### src/sv/bdim_pkg.sv
package bdim_pkg;

   // Field and register widths.
   localparam int CFG_W       = 16;
   localparam int SAMPLE_BITS = 12;
   localparam int DUTY_BITS   = 13;

   // Averaging window is a power of two, so the mean is a plain shift.
   localparam int AVG_SHIFT           = 4;
   localparam int SAMPLES_PER_AVERAGE = 1 << AVG_SHIFT;
   localparam int SUM_W               = SAMPLE_BITS + AVG_SHIFT;

   localparam longint unsigned DUTY_MAX   = (64'd1 << DUTY_BITS) - 64'd1;
   localparam longint unsigned SAMPLE_MAX = (64'd1 << SAMPLE_BITS) - 64'd1;

   // Scaling mean * DUTY_MAX / SAMPLE_MAX is done as one multiply by a rounded-up
   // reciprocal. With a shift of twice the sample width the error stays below
   // 1 / SAMPLE_MAX for every mean, so the truncated product is exact.
   localparam int SCALE_SHIFT = 2 * SAMPLE_BITS;
   localparam int SCALE_W     = SCALE_SHIFT + DUTY_BITS - SAMPLE_BITS + 1;
   localparam longint unsigned DUTY_SCALE_WIDE =
      ((DUTY_MAX << SCALE_SHIFT) + SAMPLE_MAX - 64'd1) / SAMPLE_MAX;
   localparam logic [SCALE_W-1:0] DUTY_SCALE = DUTY_SCALE_WIDE[SCALE_W-1:0];
   localparam int PROD_W = SAMPLE_BITS + SCALE_W;

   // Configuration register indexes and reset values.
   localparam int CSR_IDX_W = 2;
   typedef enum logic [CSR_IDX_W-1:0] {
      CSR_DEBOUNCE    = 2'd0,
      CSR_LONG_PRESS  = 2'd1,
      CSR_SLOW_PERIOD = 2'd2,
      CSR_FAST_PERIOD = 2'd3
   } csr_index_type;

   localparam logic [CFG_W-1:0] DEBOUNCE_RESET    = 16'd30;
   localparam logic [CFG_W-1:0] LONG_PRESS_RESET  = 16'd500;
   localparam logic [CFG_W-1:0] SLOW_PERIOD_RESET = 16'd1000;
   localparam logic [CFG_W-1:0] FAST_PERIOD_RESET = 16'd250;

   typedef enum logic {
      PWR_OFF = 1'b0,
      PWR_ON  = 1'b1
   } power_state_type;

   typedef struct packed {
      logic short_press;
      logic long_press;
   } press_evt_type;

   typedef struct packed {
      logic                 update;
      logic [DUTY_BITS-1:0] duty;
   } avg_evt_type;

   // A programmed count of zero behaves as one.
   function automatic logic [CFG_W-1:0] at_least_one(input logic [CFG_W-1:0] v);
      return (v == '0) ? CFG_W'(1) : v;
   endfunction

endpackage

### src/sv/bdim_req_if.sv
interface bdim_req_if import bdim_pkg::*; ();
   logic                   valid;
   logic                   ready;
   logic                   button_level;
   logic                   sample_valid;
   logic [SAMPLE_BITS-1:0] light_sample;

   modport source (output valid, button_level, sample_valid, light_sample, input ready);
   modport sink   (input valid, button_level, sample_valid, light_sample, output ready);
endinterface

### src/sv/bdim_rsp_if.sv
interface bdim_rsp_if import bdim_pkg::*; ();
   logic                 valid;
   logic                 ready;
   logic [DUTY_BITS-1:0] pwm_duty;
   logic                 system_on;
   logic                 fast_mode;
   logic                 short_press;
   logic                 long_press;
   logic                 brightness_update;

   modport source (output valid, pwm_duty, system_on, fast_mode, short_press, long_press,
                   brightness_update, input ready);
   modport sink   (input valid, pwm_duty, system_on, fast_mode, short_press, long_press,
                   brightness_update, output ready);
endinterface

### src/sv/button_led_dimmer_controller.sv
// Button LED blink dimmer. Each item on the request channel is one millisecond
// tick carrying the raw button level (0 pressed) and an optional light sample.
// The button is debounced by a programmable countdown; a release after a
// settled press is reported as a short or a long press. A short press turns
// the system on with slow blinking and, when on, turns it off; a long press
// while on switches to fast blinking. Every 16 strobed light samples are
// averaged and scaled to a 13-bit duty that sets the brightness while on.
// Each tick produces exactly one result item with the duty now driven, the
// system and blink mode, and one-tick pulses for the press and brightness
// events. The block takes one item per clock: an item is captured in an input
// register, all of its work is done in a single pass of logic that ends in
// the result register, and the pair of registers keeps a full item rate while
// the result side is ready. The slowest path is the brightness scaling
// multiply in the averager. The user writes configuration registers through
// the csr port only while no item is in flight; the block itself does not
// enforce this. There is no read-back and there is no clearing pass after
// reset.
module button_led_dimmer_controller import bdim_pkg::*; (
   input  logic                 clock,
   input  logic                 reset,
   bdim_req_if.sink             req_ch,
   bdim_rsp_if.source           rsp_ch,
   input  logic                 csr_we,
   input  logic [CSR_IDX_W-1:0] csr_index,
   input  logic [CFG_W-1:0]     csr_wdata
);

   // Configuration registers.
   logic [CFG_W-1:0] debounce_ticks_ff;
   logic [CFG_W-1:0] long_press_ticks_ff;
   logic [CFG_W-1:0] slow_period_ticks_ff;
   logic [CFG_W-1:0] fast_period_ticks_ff;

   // Input stage.
   logic                   in_valid_ff, in_valid_in;
   logic                   in_level_ff;
   logic                   in_sample_valid_ff;
   logic [SAMPLE_BITS-1:0] in_sample_ff;

   // System and LED state.
   power_state_type        state_ff, state_in;
   logic                   enabled_ff, enabled_in;
   logic                   running_ff, running_in;
   logic                   fast_ff, fast_in;
   logic [CFG_W-1:0]       blink_left_ff, blink_left_in;
   logic                   phase_ff, phase_in;
   logic [DUTY_BITS-1:0]   stored_ff, stored_in;
   logic [DUTY_BITS-1:0]   driven_ff, driven_in;

   // Result stage.
   logic                   rsp_valid_ff, rsp_valid_in;
   logic [DUTY_BITS-1:0]   rsp_duty_ff;
   logic                   rsp_on_ff;
   logic                   rsp_fast_ff;
   logic                   rsp_short_ff;
   logic                   rsp_long_ff;
   logic                   rsp_update_ff;

   logic                   step;
   press_evt_type          press_evt;
   avg_evt_type            avg_evt;

   // An item in the input register is worked on whenever the result register
   // is empty or is being emptied this cycle.
   assign step          = in_valid_ff && (!rsp_valid_ff || rsp_ch.ready);
   assign req_ch.ready  = !in_valid_ff || step;

   always_comb begin
      in_valid_in = in_valid_ff;
      if (req_ch.valid && req_ch.ready) begin
         in_valid_in = 1'b1;
      end else if (step) begin
         in_valid_in = 1'b0;
      end
      rsp_valid_in = rsp_valid_ff;
      if (step) begin
         rsp_valid_in = 1'b1;
      end else if (rsp_ch.ready) begin
         rsp_valid_in = 1'b0;
      end
   end

   bdim_press u_press (
      .clock            (clock),
      .reset            (reset),
      .step             (step),
      .level            (in_level_ff),
      .debounce_ticks   (debounce_ticks_ff),
      .long_press_ticks (long_press_ticks_ff),
      .evt              (press_evt)
   );

   bdim_avg u_avg (
      .clock        (clock),
      .reset        (reset),
      .step         (step),
      .sample_valid (in_sample_valid_ff),
      .light_sample (in_sample_ff),
      .evt          (avg_evt)
   );

   // One tick of the blink timer, the system machine and the LED commands,
   // in that order, on top of the press and brightness events of this tick.
   always_comb begin
      state_in      = state_ff;
      enabled_in    = enabled_ff;
      running_in    = running_ff;
      fast_in       = fast_ff;
      blink_left_in = blink_left_ff;
      phase_in      = phase_ff;
      stored_in     = stored_ff;
      driven_in     = driven_ff;

      // Blink timer: toggle the phase at the end of each period; the dark
      // phase drives duty zero.
      if (running_ff) begin
         if (blink_left_ff <= CFG_W'(1)) begin
            phase_in      = !phase_ff;
            blink_left_in = at_least_one(fast_ff ? fast_period_ticks_ff
                                                 : slow_period_ticks_ff);
            driven_in     = (phase_in && enabled_ff) ? stored_ff : '0;
         end else begin
            blink_left_in = blink_left_ff - CFG_W'(1);
         end
      end

      unique case (state_ff)
         PWR_OFF: begin
            // A long press and any brightness computed while off are dropped.
            if (press_evt.short_press) begin
               state_in      = PWR_ON;
               enabled_in    = 1'b1;
               running_in    = 1'b1;
               fast_in       = 1'b0;
               blink_left_in = at_least_one(slow_period_ticks_ff);
            end
         end
         PWR_ON: begin
            if (press_evt.short_press) begin
               // Turning off stops the timer but leaves the blink phase alone.
               state_in      = PWR_OFF;
               enabled_in    = 1'b0;
               running_in    = 1'b0;
               fast_in       = 1'b0;
               blink_left_in = '0;
               driven_in     = '0;
            end
            if (press_evt.long_press) begin
               enabled_in    = 1'b1;
               running_in    = 1'b1;
               fast_in       = 1'b1;
               blink_left_in = at_least_one(fast_period_ticks_ff);
            end
            // A new brightness is driven at once, even in the dark phase.
            if (avg_evt.update && (state_in == PWR_ON)) begin
               stored_in = avg_evt.duty;
               if (enabled_in) begin
                  driven_in = avg_evt.duty;
               end
            end
         end
         default: begin
            state_in = PWR_OFF;
         end
      endcase
   end

   always_ff @(posedge clock) begin
      if (reset) begin
         state_ff <= PWR_OFF;
      end else if (step) begin
         state_ff <= state_in;
      end
   end

   always_ff @(posedge clock) begin
      if (reset) begin
         enabled_ff    <= 1'b0;
         running_ff    <= 1'b0;
         fast_ff       <= 1'b0;
         blink_left_ff <= '0;
         phase_ff      <= 1'b0;
         stored_ff     <= '0;
         driven_ff     <= '0;
      end else if (step) begin
         enabled_ff    <= enabled_in;
         running_ff    <= running_in;
         fast_ff       <= fast_in;
         blink_left_ff <= blink_left_in;
         phase_ff      <= phase_in;
         stored_ff     <= stored_in;
         driven_ff     <= driven_in;
      end
   end

   always_ff @(posedge clock) begin
      if (reset) begin
         debounce_ticks_ff    <= DEBOUNCE_RESET;
         long_press_ticks_ff  <= LONG_PRESS_RESET;
         slow_period_ticks_ff <= SLOW_PERIOD_RESET;
         fast_period_ticks_ff <= FAST_PERIOD_RESET;
      end else if (csr_we) begin
         unique case (csr_index_type'(csr_index))
            CSR_DEBOUNCE:    debounce_ticks_ff    <= csr_wdata;
            CSR_LONG_PRESS:  long_press_ticks_ff  <= csr_wdata;
            CSR_SLOW_PERIOD: slow_period_ticks_ff <= csr_wdata;
            CSR_FAST_PERIOD: fast_period_ticks_ff <= csr_wdata;
            default: begin
            end
         endcase
      end
   end

   always_ff @(posedge clock) begin
      if (reset) begin
         in_valid_ff  <= 1'b0;
         rsp_valid_ff <= 1'b0;
      end else begin
         in_valid_ff  <= in_valid_in;
         rsp_valid_ff <= rsp_valid_in;
      end
   end

   always_ff @(posedge clock) begin
      if (req_ch.valid && req_ch.ready) begin
         in_level_ff        <= req_ch.button_level;
         in_sample_valid_ff <= req_ch.sample_valid;
         in_sample_ff       <= req_ch.light_sample;
      end
   end

   always_ff @(posedge clock) begin
      if (step) begin
         rsp_duty_ff   <= driven_in;
         rsp_on_ff     <= (state_in == PWR_ON);
         rsp_fast_ff   <= fast_in;
         rsp_short_ff  <= press_evt.short_press;
         rsp_long_ff   <= press_evt.long_press;
         rsp_update_ff <= avg_evt.update;
      end
   end

   assign rsp_ch.valid             = rsp_valid_ff;
   assign rsp_ch.pwm_duty          = rsp_duty_ff;
   assign rsp_ch.system_on         = rsp_on_ff;
   assign rsp_ch.fast_mode         = rsp_fast_ff;
   assign rsp_ch.short_press       = rsp_short_ff;
   assign rsp_ch.long_press        = rsp_long_ff;
   assign rsp_ch.brightness_update = rsp_update_ff;

   // The LED driver is enabled and its timer runs exactly while the system is on.
   a_enable_tracks_state: assert property (@(posedge clock) disable iff (reset)
      (enabled_ff == (state_ff == PWR_ON)) && (running_ff == (state_ff == PWR_ON)))
      else $error("LED enable or blink timer out of step with the system state");

   // While off, nothing can raise the driven duty above zero or set fast mode.
   a_dark_when_off: assert property (@(posedge clock) disable iff (reset)
      (state_ff == PWR_OFF) |-> (driven_ff == '0) && !fast_ff)
      else $error("duty or fast mode set while the system is off");

   // A release is one press, never both kinds at once.
   a_one_press_kind: assert property (@(posedge clock) disable iff (reset)
      rsp_valid_ff |-> !(rsp_short_ff && rsp_long_ff))
      else $error("short and long press reported together");

   // An item waiting for a full result register is kept, not dropped.
   a_input_held: assert property (@(posedge clock) disable iff (reset)
      (in_valid_ff && rsp_valid_ff && !rsp_ch.ready) |=> in_valid_ff)
      else $error("input item lost while the result side stalled");

endmodule

### src/sv/bdim_press.sv
module bdim_press import bdim_pkg::*; (
   input  logic             clock,
   input  logic             reset,
   input  logic             step,
   input  logic             level,
   input  logic [CFG_W-1:0] debounce_ticks,
   input  logic [CFG_W-1:0] long_press_ticks,
   output press_evt_type    evt
);

   logic             last_ff, last_in;
   logic [CFG_W-1:0] deb_ff, deb_in;
   logic             held_ff, held_in;
   logic [CFG_W-1:0] ticks_ff, ticks_in;
   logic [CFG_W-1:0] ticks_next;

   // Press length saturates at the top of the counter.
   assign ticks_next = (held_ff && (ticks_ff != '1)) ? ticks_ff + CFG_W'(1) : ticks_ff;

   always_comb begin
      last_in  = last_ff;
      deb_in   = deb_ff;
      held_in  = held_ff;
      ticks_in = ticks_next;
      evt      = '0;
      if (level != last_ff) begin
         last_in = level;
         deb_in  = at_least_one(debounce_ticks);
      end else if (deb_ff != '0) begin
         deb_in = deb_ff - CFG_W'(1);
         if (deb_ff == CFG_W'(1)) begin
            if (!level && !held_ff) begin
               held_in  = 1'b1;
               ticks_in = '0;
            end else if (level && held_ff) begin
               if (ticks_next >= long_press_ticks) begin
                  evt.long_press = 1'b1;
               end else begin
                  evt.short_press = 1'b1;
               end
               held_in = 1'b0;
            end
         end
      end
   end

   always_ff @(posedge clock) begin
      if (reset) begin
         last_ff  <= 1'b1;
         deb_ff   <= '0;
         held_ff  <= 1'b0;
         ticks_ff <= '0;
      end else if (step) begin
         last_ff  <= last_in;
         deb_ff   <= deb_in;
         held_ff  <= held_in;
         ticks_ff <= ticks_in;
      end
   end

endmodule

### src/sv/bdim_avg.sv
module bdim_avg import bdim_pkg::*; (
   input  logic                   clock,
   input  logic                   reset,
   input  logic                   step,
   input  logic                   sample_valid,
   input  logic [SAMPLE_BITS-1:0] light_sample,
   output avg_evt_type            evt
);

   logic [SUM_W-1:0]       sum_ff, sum_in;
   logic [AVG_SHIFT-1:0]   count_ff, count_in;
   logic [SUM_W-1:0]       sum_full;
   logic [SAMPLE_BITS-1:0] mean;
   logic [PROD_W-1:0]      prod;
   logic                   last;

   assign sum_full = sum_ff + SUM_W'(light_sample);
   assign last     = (count_ff == AVG_SHIFT'(SAMPLES_PER_AVERAGE - 1));
   assign mean     = sum_full[SUM_W-1 -: SAMPLE_BITS];
   assign prod     = PROD_W'(mean) * PROD_W'(DUTY_SCALE);

   assign evt.update = sample_valid && last;
   assign evt.duty   = prod[SCALE_SHIFT +: DUTY_BITS];

   always_comb begin
      sum_in   = sum_ff;
      count_in = count_ff;
      if (sample_valid) begin
         if (last) begin
            sum_in   = '0;
            count_in = '0;
         end else begin
            sum_in   = sum_full;
            count_in = count_ff + AVG_SHIFT'(1);
         end
      end
   end

   always_ff @(posedge clock) begin
      if (reset) begin
         sum_ff   <= '0;
         count_ff <= '0;
      end else if (step) begin
         sum_ff   <= sum_in;
         count_ff <= count_in;
      end
   end

endmodule

### src/flat_wrapper.sv
// flat-port wrapper written by rule: the top's interface ports become plain ports
module button_led_dimmer_controller_flat import bdim_pkg::*;
  (clock, reset, csr_we, csr_index, csr_wdata, req_ch_valid, req_ch_button_level, req_ch_sample_valid, req_ch_light_sample, req_ch_ready, rsp_ch_valid, rsp_ch_pwm_duty, rsp_ch_system_on, rsp_ch_fast_mode, rsp_ch_short_press, rsp_ch_long_press, rsp_ch_brightness_update, rsp_ch_ready);
  bdim_req_if req_ch_i ();
  bdim_rsp_if rsp_ch_i ();
  input  logic clock;
  input  logic reset;
  input  logic csr_we;
  input  logic [CSR_IDX_W-1:0] csr_index;
  input  logic [CFG_W-1:0] csr_wdata;
  input wire logic [$bits(req_ch_i.valid)-1:0] req_ch_valid;
  input wire logic [$bits(req_ch_i.button_level)-1:0] req_ch_button_level;
  input wire logic [$bits(req_ch_i.sample_valid)-1:0] req_ch_sample_valid;
  input wire logic [$bits(req_ch_i.light_sample)-1:0] req_ch_light_sample;
  output wire logic [$bits(req_ch_i.ready)-1:0] req_ch_ready;
  output wire logic [$bits(rsp_ch_i.valid)-1:0] rsp_ch_valid;
  output wire logic [$bits(rsp_ch_i.pwm_duty)-1:0] rsp_ch_pwm_duty;
  output wire logic [$bits(rsp_ch_i.system_on)-1:0] rsp_ch_system_on;
  output wire logic [$bits(rsp_ch_i.fast_mode)-1:0] rsp_ch_fast_mode;
  output wire logic [$bits(rsp_ch_i.short_press)-1:0] rsp_ch_short_press;
  output wire logic [$bits(rsp_ch_i.long_press)-1:0] rsp_ch_long_press;
  output wire logic [$bits(rsp_ch_i.brightness_update)-1:0] rsp_ch_brightness_update;
  input wire logic [$bits(rsp_ch_i.ready)-1:0] rsp_ch_ready;
  assign req_ch_i.valid = req_ch_valid;
  assign req_ch_i.button_level = req_ch_button_level;
  assign req_ch_i.sample_valid = req_ch_sample_valid;
  assign req_ch_i.light_sample = req_ch_light_sample;
  assign req_ch_ready = req_ch_i.ready;
  assign rsp_ch_valid = rsp_ch_i.valid;
  assign rsp_ch_pwm_duty = rsp_ch_i.pwm_duty;
  assign rsp_ch_system_on = rsp_ch_i.system_on;
  assign rsp_ch_fast_mode = rsp_ch_i.fast_mode;
  assign rsp_ch_short_press = rsp_ch_i.short_press;
  assign rsp_ch_long_press = rsp_ch_i.long_press;
  assign rsp_ch_brightness_update = rsp_ch_i.brightness_update;
  assign rsp_ch_i.ready = rsp_ch_ready;
  button_led_dimmer_controller u_core (.clock(clock), .reset(reset), .req_ch(req_ch_i), .rsp_ch(rsp_ch_i), .csr_we(csr_we), .csr_index(csr_index), .csr_wdata(csr_wdata));
endmodule
### config.mk
export PLATFORM = sky130hd
export DESIGN_NAME = button_led_dimmer_controller_flat
export DESIGN_NICKNAME = d
export VERILOG_FILES = /design/src/sv/bdim_pkg.sv /design/src/sv/bdim_req_if.sv /design/src/sv/bdim_rsp_if.sv /design/src/sv/button_led_dimmer_controller.sv /design/src/sv/bdim_press.sv /design/src/sv/bdim_avg.sv /design/src/flat_wrapper.sv
export SDC_FILE = /design/constraint.sdc
export NUM_CORES = 1
export LEC_CHECK = 0
export BUFFER_PORTS_ARGS = -buffer_cell sky130_fd_sc_hd__buf_2
export CORE_MARGIN = 1
export CORE_UTILIZATION = 50
export CTS_BUF_LIST = sky130_fd_sc_hd__clkbuf_8 sky130_fd_sc_hd__clkbuf_16
export DETAILED_ROUTE_END_ITERATION = 6
export PLACE_DENSITY = 0.67
export SLEW_MARGIN = 20
export SYNTH_ARGS = -nofsm -noshare
export SYNTH_HDL_FRONTEND = slang
export SYNTH_SLANG_ARGS = --single-unit
### constraint.sdc
create_clock -name clock -period 5.7 [get_ports clock]
set_input_delay 0.285 -clock clock [delete_from_list [all_inputs] [get_ports clock]]
set_output_delay 0.285 -clock clock [all_outputs]
set_load 0.02 [all_outputs]
# Word level (Yosys, flattened, before mapping)

Cells that the tools add are included.
Widths: inputs -> output; s select.

Eq/ne operators: 9
Magnitude comparators: 2
Bitwise operators: 2
$add $sub $neg: 5
Mux-type cells: 55
Multipliers: 1
Reductions and logical operators: 37

Operators by type and width:

| kind                   | count |
|---|---|
| $mux 16                | 18 |
| $mux 13                | 7 |
| $logic_not 16->1       | 4 |
| $mul 12x25->36 const B | 1 |
| $pmux 16 s2            | 1 |
| $sub 16x1->16 const B  | 2 |
| $mux 1                 | 19 |
| $add 16x1->16 const B  | 1 |
| $add 16x12->16         | 1 |
| $eq 16x1->1 const B    | 1 |
| $ge 16x16->1           | 1 |
| $le 16x1->1 const B    | 1 |
| $ne 16x16->1 const B   | 1 |
| $reduce_and 2->1       | 8 |
| $reduce_bool 16->1     | 1 |
| $mux 2                 | 5 |
| $reduce_and 3->1       | 3 |
| $logic_and 1x1->1      | 8 |
| $pmux 1 s2             | 4 |
| $reduce_bool 2->1      | 4 |
| $logic_not 1->1        | 5 |
| $reduce_and 5->1       | 1 |
| $add 4x1->4 const B    | 1 |
| $eq 2x2->1 const B     | 2 |
| 9 further kinds        | 11 |

Register bits after elaboration: 199
Input bits: 37

# Logic depth before layout (Yosys ltp)

Gate-level depths: netlist (run 1).

Depth after elaboration: 16
Gate-level depth with buffers: 17
Depth with buffers taken out: 17

# Hierarchy

Synthesis (run 1) repeated with hierarchy kept, for this count alone.

Cells, all modules: 1,292
Area, all modules: 10,847.9 um^2

Modules (own cells, without submodules):

| module                       | instances | area an instance (um^2) | sequential area each (um^2) | cells each |
|---|---|---|---|---|
| button_led_dimmer_controller | 1         | 6,530.0                 | 3,223.1                     | 734 |
| bdim_press                   | 1         | 2,839.0                 | 680.7                       | 385 |
| bdim_avg                     | 1         | 1,478.9                 | 400.4                       | 173 |

# Least setup slack after synthesis (run 1)

Ideal clock, no wire load.

Path type: register to register
From: register u_core.u_press.ticks_ff[4]
To: register u_core.blink_left_ff[12]
Required time: 5.609 ns
Stages on the path, launching flop included: 18
Data arrival time: 3.860 ns
Path buffers: 3
Path slack: 1.749 ns
Path through: dfxtp_1 clkbuf_1 nand2_1 nor4_2 a311oi_1 and3_1 xnor2_1 inv_1 ha_1 nand2_1 nor2_1 o2111ai_1 o21ai_0 and3_1 clkbuf_1 buf_2 a22oi_1 a311oi_1

Word-level cells in the longest chain between the ends: 13

RTL lines:

| element                                                               | line                                | text |
|---|---|---|
| start, declared                                                       | bdim_press.sv:14                    | `logic [CFG_W-1:0] ticks_ff, ticks_in;` |
| start signal, assigned                                                | bdim_press.sv:57                    | `ticks_ff <= ticks_in;` |
| parallel branches: the longest is 2 deep, another holds $add 16x1->16 | n/a                                 |  |
| $mux 16 (*)                                                           | bdim_press.sv:18                    | `assign ticks_next = (held_ff && (ticks_ff != '1)) ? ticks_ff + CFG_W'(1) : ticks_ff;` |
| $ge 16x16->1 (*)                                                      | bdim_press.sv:36                    | `if (ticks_next >= long_press_ticks) begin` |
| $mux 1                                                                | bdim_press.sv:36                    |  |
| $mux 2 (*)                                                            | bdim_press.sv:35                    | `end else if (level && held_ff) begin` |
| $mux 2 (*)                                                            | bdim_press.sv:32                    | `if (!level && !held_ff) begin` |
| $mux 2 (*)                                                            | bdim_press.sv:31                    | `if (deb_ff == CFG_W'(1)) begin` |
| $mux 2 (*)                                                            | bdim_press.sv:29                    | `end else if (deb_ff != '0) begin` |
| $mux 2 (*)                                                            | bdim_press.sv:26                    | `if (level != last_ff) begin` |
| $mux 16                                                               | button_led_dimmer_controller.sv:139 | `if (press_evt.short_press) begin` |
| $mux 16                                                               | button_led_dimmer_controller.sv:148 | `if (press_evt.long_press) begin` |
| $pmux 16 s2 (*)                                                       | button_led_dimmer_controller.sv:127 | `unique case (state_ff)` |
| end signal, assigned                                                  | button_led_dimmer_controller.sv:189 | `blink_left_ff <= blink_left_in;` |
| end, declared                                                         | button_led_dimmer_controller.sv:45  | `logic [CFG_W-1:0] blink_left_ff, blink_left_in;` |

Every way passes the cells marked *.
A chain may end at the register's enable or synchronous reset.

# Final worst setup path (run 1)

From: register u_core.u_press.ticks_ff[0]
To: register u_core.blink_left_ff[10]

The elaborated chain is that of the path after synthesis.

==> results of run 1 <==
per-stage QoR:
| stage | instances | hold slack (ns) | utilization | setup slack [ns] | area, sq um |
|---|---|---|---|---|---|
| 6_report | 1697 | 0.0171 | 0.557 | 1.09 | 12100 |
| 5_1_grt | 1697 | 0.00232 | 0.557 | 0.629 | 12100 |
| 4_1_cts | 1694 | 0.00192 | 0.556 | 1.09 | 12100 |
| 3_5_place_dp | 1658 | 0.440 | 0.526 | 1.10 | 11400 |
| 3_3_place_gp | 1658 | 0.433 | 0.526 | 1.21 | 11400 |
| 2_1_floorplan | 1395 | 0.384 | - | 1.75 | 11100 |
routing by layer:
metal  global-route usage  up-vias  routed length, microns
li1                     -     5033                       -
met3               0.0421       32                    1590
met2                0.402      281                   12900
met1                0.381     4778                   14000
met5                    0        -                       0
met4               0.0700        0                     475
Yosys cell counts (5+ instances only):
cell type / count / area [sq um]
nor3b_1: 5 / 37.5
or4_1: 6 / 45.0
and2_1: 23 / 144
a221oi_1: 14 / 123
a211o_1: 9 / 78.8
edfxtp_1: 32 / 961
inv_1: 46 / 173
o211ai_1: 12 / 90.1
nor3_1: 34 / 170
o22ai_1: 11 / 68.8
dfxtp_1: 167 / 3340
a22oi_1: 30 / 225
or3_1: 12 / 75.1
nand4_1: 15 / 93.8
buf_2: 8 / 40.0
nand2b_1: 8 / 50.1
nand3b_1: 24 / 180
xnor2_1: 15 / 131
o21ai_0: 71 / 355
mux2i_1: 25 / 250
o21a_1: 6 / 45.0
nand3_1: 26 / 130
o2111ai_1: 6 / 52.6
buf_1: 5 / 18.8
xor2_1: 11 / 96.3
clkbuf_1: 70 / 263
or2_2: 6 / 37.5
nor2b_1: 8 / 50.1
a21o_1: 5 / 37.5
and3_1: 12 / 75.1
a21oi_1: 137 / 686
a311oi_1: 14 / 123
ha_1: 37 / 463
a22o_1: 8 / 70.1
nand2_1: 251 / 942
a31oi_1: 10 / 62.6
a211oi_1: 15 / 113
nor2_1: 122 / 458
nor4_1: 18 / 113
critical path, stage by stage, from the launching register on:
cell and delay [ns]:
dfxtp_1 0.37, ha_1 0.23, and3_1 0.22, a311oi_1 0.85, and3_1 0.29, xnor2_1 0.14
inv_1 0.07, ha_1 0.29, nand2_1 0.05, nor2_1 0.13, o2111ai_1 0.25, o21ai_0 0.50
and3_1 0.65, a221oi_1 0.20, a221oi_1 0.28
logic make-up (layout without fill, tap and decap cells):
group | count (synthesis) | after routing | share of synthesized area
buf+inv | 133 | 155 | 0.0475
xor+xnor | 26 | 26 | 0.0206
flops | 199 | 199 | 0.389
compound gates | 385 | 385 | 0.223
simple gates | 587 | 587 | 0.251
mux | 27 | 27 | 0.0247
fa+ha+maj | 38 | 38 | 0.0437
final cells by class:
cell class,count,area (sq um),share of cell area
Multi-Input combinational cell,1063,6220,0.513
Sequential cell,199,4300,0.355
Timing Repair Buffer,76,450,0.0372
Clock buffer,17,425,0.0351
Tap cell,280,350,0.0289
Clock inverter,15,193,0.0159
Inverter,47,176,0.0146
report_power, final:
group / switching [mW] / internal (mW) / leakage (nW)
combinational: 0.342 / 0.185 / 2.61
sequential: 0.0568 / 1.49 / 1.67
clock: 0.583 / 0.701 / 0.293
path summary, 6_finish.rpt:
path | startpoint | endpoint | slack, ns | depth (start not counted)
worst max register to register | u_core.u_press.ticks_ff[0]$_SDFFE_PP0P_ | u_core.blink_left_ff[10]$_SDFFE_PP0P_ | 1.09 | 14
worst max-delay path | u_core.u_press.ticks_ff[0]$_SDFFE_PP0P_ | u_core.blink_left_ff[10]$_SDFFE_PP0P_ | 1.09 | 14
worst min register to register | u_core.stored_ff[8]$_SDFFE_PP0P_ | u_core.stored_ff[8]$_SDFFE_PP0P_ | 0.45 | 2
worst min-delay path | req_ch_light_sample[7] | u_core.in_sample_ff[7]$_DFFE_PP_ | 0.02 | 1
sequential cells by signal, summed over array words and instances, names as in the netlist, 4 cells and up:
register                     count
u_core.u_avg.count_ff            4
u_core.fast_period_ticks_ff     16
u_core.long_press_ticks_ff      16
u_core.in_sample_ff             12
u_core.u_avg.sum_ff             16
u_core.rsp_ch.pwm_duty          13
u_core.slow_period_ticks_ff     16
u_core.blink_left_ff            16
u_core.stored_ff                13
u_core.debounce_ticks_ff        16
u_core.u_press.ticks_ff         16
u_core.u_press.deb_ff           16
u_core.driven_ff                13
timing repair:
item | in CTS | in global routing
setup buffers | 0 | 0
endpoints found under the hold margin | 4 | 3
hold buffers | 4 | 3
==> flow_summary.ini, run 1 <==
[die]
coreArea_sq_um = 21800
die-width_microns = 151
ios = 57
initial_core_util = 0.508
die_area_sq_um = 22700
rows = 54
die_h_microns = 151

[global_routing]
grt_pass1_wl_microns = 47000
grt_max_degree = 76
antenna_found_initial = 0
grt_usage = 0.263
grt_pass1_vias = 8994
overflow = 0

[routing]
routedWlPerCell_microns = 17.1
dr_total_vias = 10100
routed_wl_microns = 29000
dr.pass1.iters = 5
first_iter_violations = 787
avgViaCountPerCell = 5.97
ant_nets = 0
drc = 0

[layout]
fillCellCount = 2044
syn_to_final_growth_pct = 9.68
layout_common_cells = nand2_1, dfxtp_1, a21oi_1
drive_gt1_frac = 0.0847
final_common_cell = nand2_1
fin_nets = 1479
n_antenna_cell = 0

[critical_path]
cp-end-kind = flop
crit_required_ns = 6.06
criticalPathCategory = reg2reg
critical_path_arrival_ns = 4.97
cp-start-kind = flop
cp_max_fo = 16

[sta]
grt_setup_unrepaired = no
period_minus_slack_ns = 4.61
maxSlewViolCount = 0
hold_viol_final = 0
post-route-period-util = 0.809
finalSetupViolations = 0
fmaxAchievable_mhz = 217
tns_ns = 0
relSlewSlack = 0.163
fin_skew_ns = 0.0151
worstMarginPinSlew_ns = 1.24

[pwr]
power_leakage_nw = 4.57
total_power_mw = 3.36
ir_drop_uv = 205
power.density_nw_per_um2 = 277

[logic_synthesis]
synth_top_flop_cell = dfxtp_1
yosysWarnings = 0
syn_avg_cell_area_sq_um = 7.92
synth-seq-cells = 199
synth-edff-count = 32
ys_types = 74
ys_seq_area_frac = 0.389
syn-num-nets = 1470
synthCells = 1395
netlist_area_sq_um = 11100
async_flop_share = 0

[clock_tree]
h-tree-depth = 4
clockRootBuffer = clkbuf_16
clockBufferDepth = 2
path_clk_slew_ns = 0.08
clk_latency_ns = 0.45
cts_tree = yes
cts_resized = 0
cts-buffers-inserted = 17
cts.sink_count = 199

[place]
io_buffers = 56
place.gp.congestion = 0.895
hpwlAfterDp_microns = 20400

[outcome]
status = finished, final reports clean

[flow_run]
drv_cap = 0

[min_path]
hold_path.class = in2reg
No activity file was read; power rests on OpenSTA's default activity.
==> inputs of run 2 (changes only) <==
--- a/config.mk
+++ b/config.mk
@@ -10,7 +10,7 @@
 export CORE_UTILIZATION = 50
 export CTS_BUF_LIST = sky130_fd_sc_hd__clkbuf_8 sky130_fd_sc_hd__clkbuf_16
 export DETAILED_ROUTE_END_ITERATION = 6
-export PLACE_DENSITY = 0.67
+export PLACE_DENSITY = 0.7
 export SLEW_MARGIN = 20
 export SYNTH_ARGS = -nofsm -noshare
 export SYNTH_HDL_FRONTEND = slang
==> constraint.sdc (replaced) <==
create_clock -name clock -period 3.7 [get_ports clock]
set_input_delay 0.185 -clock clock [delete_from_list [all_inputs] [get_ports clock]]
set_output_delay 0.185 -clock clock [all_outputs]
set_load 0.02 [all_outputs]
==> run 2 against run 1 <==
Against the previous run: via count grew 3.7%; worst setup slack lost 0.87 ns; core utilization grew 3.2 points; power grew 53%; fmax grew 33%; clock power grew 48%; cell count grew 3.7%; global-route usage grew 0.43 points; non-clock buffer count grew 63; critical endpoint is now u_core.driven_ff[11]$_SDFFE_PP0P_.
==> flow_summary.ini, run 2 (synthesized netlist as in run 1, its figures left out) <==
[outcome]
status = finished, final reports clean

[global_routing]
grt_max_degree = 86
grt_usage = 0.267
antenna_found_initial = 0
grt_pass1_vias = 9480
grt_pass1_wl_microns = 48100
overflow = 0

[critical_path]
criticalPathCategory = reg2reg
cp-end-kind = flop
crit_required_ns = 4.05
r2r_slack_ns = 0.22
r2r_end = u_core.driven_ff[11]$_SDFFE_PP0P_
reg2reg_depth = 16
cp_max_fo = 9
r2r-start = u_core.u_press.ticks_ff[9]$_SDFFE_PP0P_
critical_path_arrival_ns = 3.82
cp-start-kind = flop

[routing]
first_iter_violations = 780
routed_wl_microns = 30100
avgViaCountPerCell = 5.97
ant_nets = 0
dr.pass1.iters = 5
dr_total_vias = 10500
routedWlPerCell_microns = 17.1
drc = 0

[sta]
tns_ns = 0
worstMarginPinSlew_ns = 1.09
post-route-period-util = 0.940
fin_skew_ns = 0.0139
maxSlewViolCount = 0
fin_hold_ws_ns = 0.0206
fmaxAchievable_mhz = 288
finalSetupViolations = 0
hold_viol_final = 0
relSlewSlack = 0.272
period_minus_slack_ns = 3.48

[layout]
final_cells = 1760
post-route-util = 0.589
final_common_cell = nand2_1
layout_common_cells = nand2_1, dfxtp_1, a21oi_1
fin_nets = 1542
drive_gt1_frac = 0.141
syn_to_final_growth_pct = 15.9
n_antenna_cell = 0

[pwr]
power.share.combinational = 0.166
clkPwrFrac = 0.368
swShare = 0.298
p_int_mw = 3.60
power.density_nw_per_um2 = 400
power_leakage_nw = 4.92
sequentialPowerShare = 0.466
net-switching-power_mw = 1.53
ir_drop_uv = 277

[die]
die-width_microns = 151
rows = 54
coreArea_sq_um = 21800
ios = 57
die_h_microns = 151
initial_core_util = 0.508
die_area_sq_um = 22700

[clock_tree]
path_clk_slew_ns = 0.08
clockBufferDepth = 2
cts.sink_count = 199
clk_latency_ns = 0.44
cts_tree = yes
cts-buffers-inserted = 17
h-tree-depth = 4
clockRootBuffer = clkbuf_16

[min_path]
min_to = u_core.long_press_ticks_ff[7]$_SDFFE_PP1P_
worstHoldPathCells = 2
hp-start = csr_wdata[7]
hold_path.class = in2reg

[place]
io_buffers = 56
place.gp.congestion = 0.883
dp.cells = 1706
hpwlAfterDp_microns = 21000

[flow_run]
drv_cap = 0
run 2: changes by cell type in the layout (fill, tap and decap cells not counted), sizes merged:
cell,before,now
dlygate4sd3,7,15
bufinv,3,1
clkbuf,17,18
buf,69,124
clkinvlp,3,2
inv,52,54
run 2: critical path, stage by stage (launching register included):
cell       delay (ns)
dfxtp_2          0.33
nand4_1          0.20
nor4_4           0.33
a311oi_2         0.15
buf_4            0.18
and3_1           0.21
xnor2_2          0.18
inv_1            0.09
ha_4             0.27
nand2_1          0.08
nor2_4           0.13
o2111ai_4        0.17
o211ai_1         0.30
buf_6            0.19
buf_4            0.16
o21ai_0          0.12
a311oi_1         0.27
run 2: worst max-delay path by stage:
| stage | start | endpoint | slack, ns | cells past startpoint |
|---|---|---|---|---|
| final | u_core.u_press.ticks_ff[9]$_SDFFE_PP0P_ | u_core.driven_ff[11]$_SDFFE_PP0P_ | 0.22 | 16 |
| after global routing | u_core.u_press.ticks_ff[9]$_SDFFE_PP0P_ | u_core.driven_ff[11]$_SDFFE_PP0P_ | -0.006 | 16 |
| after global placement | u_core.u_press.ticks_ff[10]$_SDFFE_PP0P_ | u_core.stored_ff[7]$_SDFFE_PP0P_ | 0.14 | 14 |
| after floorplan | u_core.u_press.ticks_ff[4]$_SDFFE_PP0P_ | u_core.blink_left_ff[12]$_SDFFE_PP0P_ | 0.003 | 17 |
| after CTS | u_core.u_press.ticks_ff[10]$_SDFFE_PP0P_ | u_core.driven_ff[11]$_SDFFE_PP0P_ | 0.004 | 16 |
| after detailed placement | u_core.u_press.ticks_ff[10]$_SDFFE_PP0P_ | u_core.stored_ff[7]$_SDFFE_PP0P_ | -0.07 | 15 |
run 2: what timing repair did:
| item | in CTS | in global routing |
|---|---|---|
| pin swaps | 1 | 18 |
| hold endpoints to repair | 15 | 0 |
| endpoints found under the setup margin | 12 | 56 |
| gates cloned | 0 | 0 |
| gates resized for setup | 2 | 37 |
| setup buffers | 0 | 7 |
| hold buffers | 15 | 0 |
run 2: per-layer routing:
metal | global-route usage | part of all wire | vias to the layer above
met2 | 0.423 | 0.46 | 332
met4 | 0.0795 | 0.016 | 0
met1 | 0.375 | 0.46 | 4960
met5 | 0 | 0 | -
li1 | - | - | 5171
met3 | 0.0382 | 0.055 | 37
run 2: metrics by stage:
step	cell area (sq um)	setup slack, ns	total power, mW
3_3_place_gp	11800	0.142	3.24
3_5_place_dp	11800	-0.0676	3.25
4_1_cts	12600	0.00380	5.13
2_1_floorplan	11100	0.00307	3.01
6_report	12800	0.223	5.13
5_1_grt	12800	-0.00594	5.33
run 2: final cells by class:
class / count / area (sq um)
Fill cell: 1967 / 8950
Multi-Input combinational cell: 1063 / 6400
Sequential cell: 199 / 4310
Timing Repair Buffer: 139 / 976
Clock buffer: 18 / 450
Tap cell: 280 / 350
Inverter: 47 / 176
Clock inverter: 14 / 141
run 2: power groups by stage:
stage | combinational, mW | sequential [mW] | clock [mW]
after floorplan | 0.582 | 2.42 | 0
after global placement | 0.805 | 2.43 | 0
after detailed placement | 0.817 | 2.44 | 0
after CTS | 0.833 | 2.39 | 1.91
after global routing | 0.939 | 2.40 | 1.99
final | 0.852 | 2.39 | 1.89
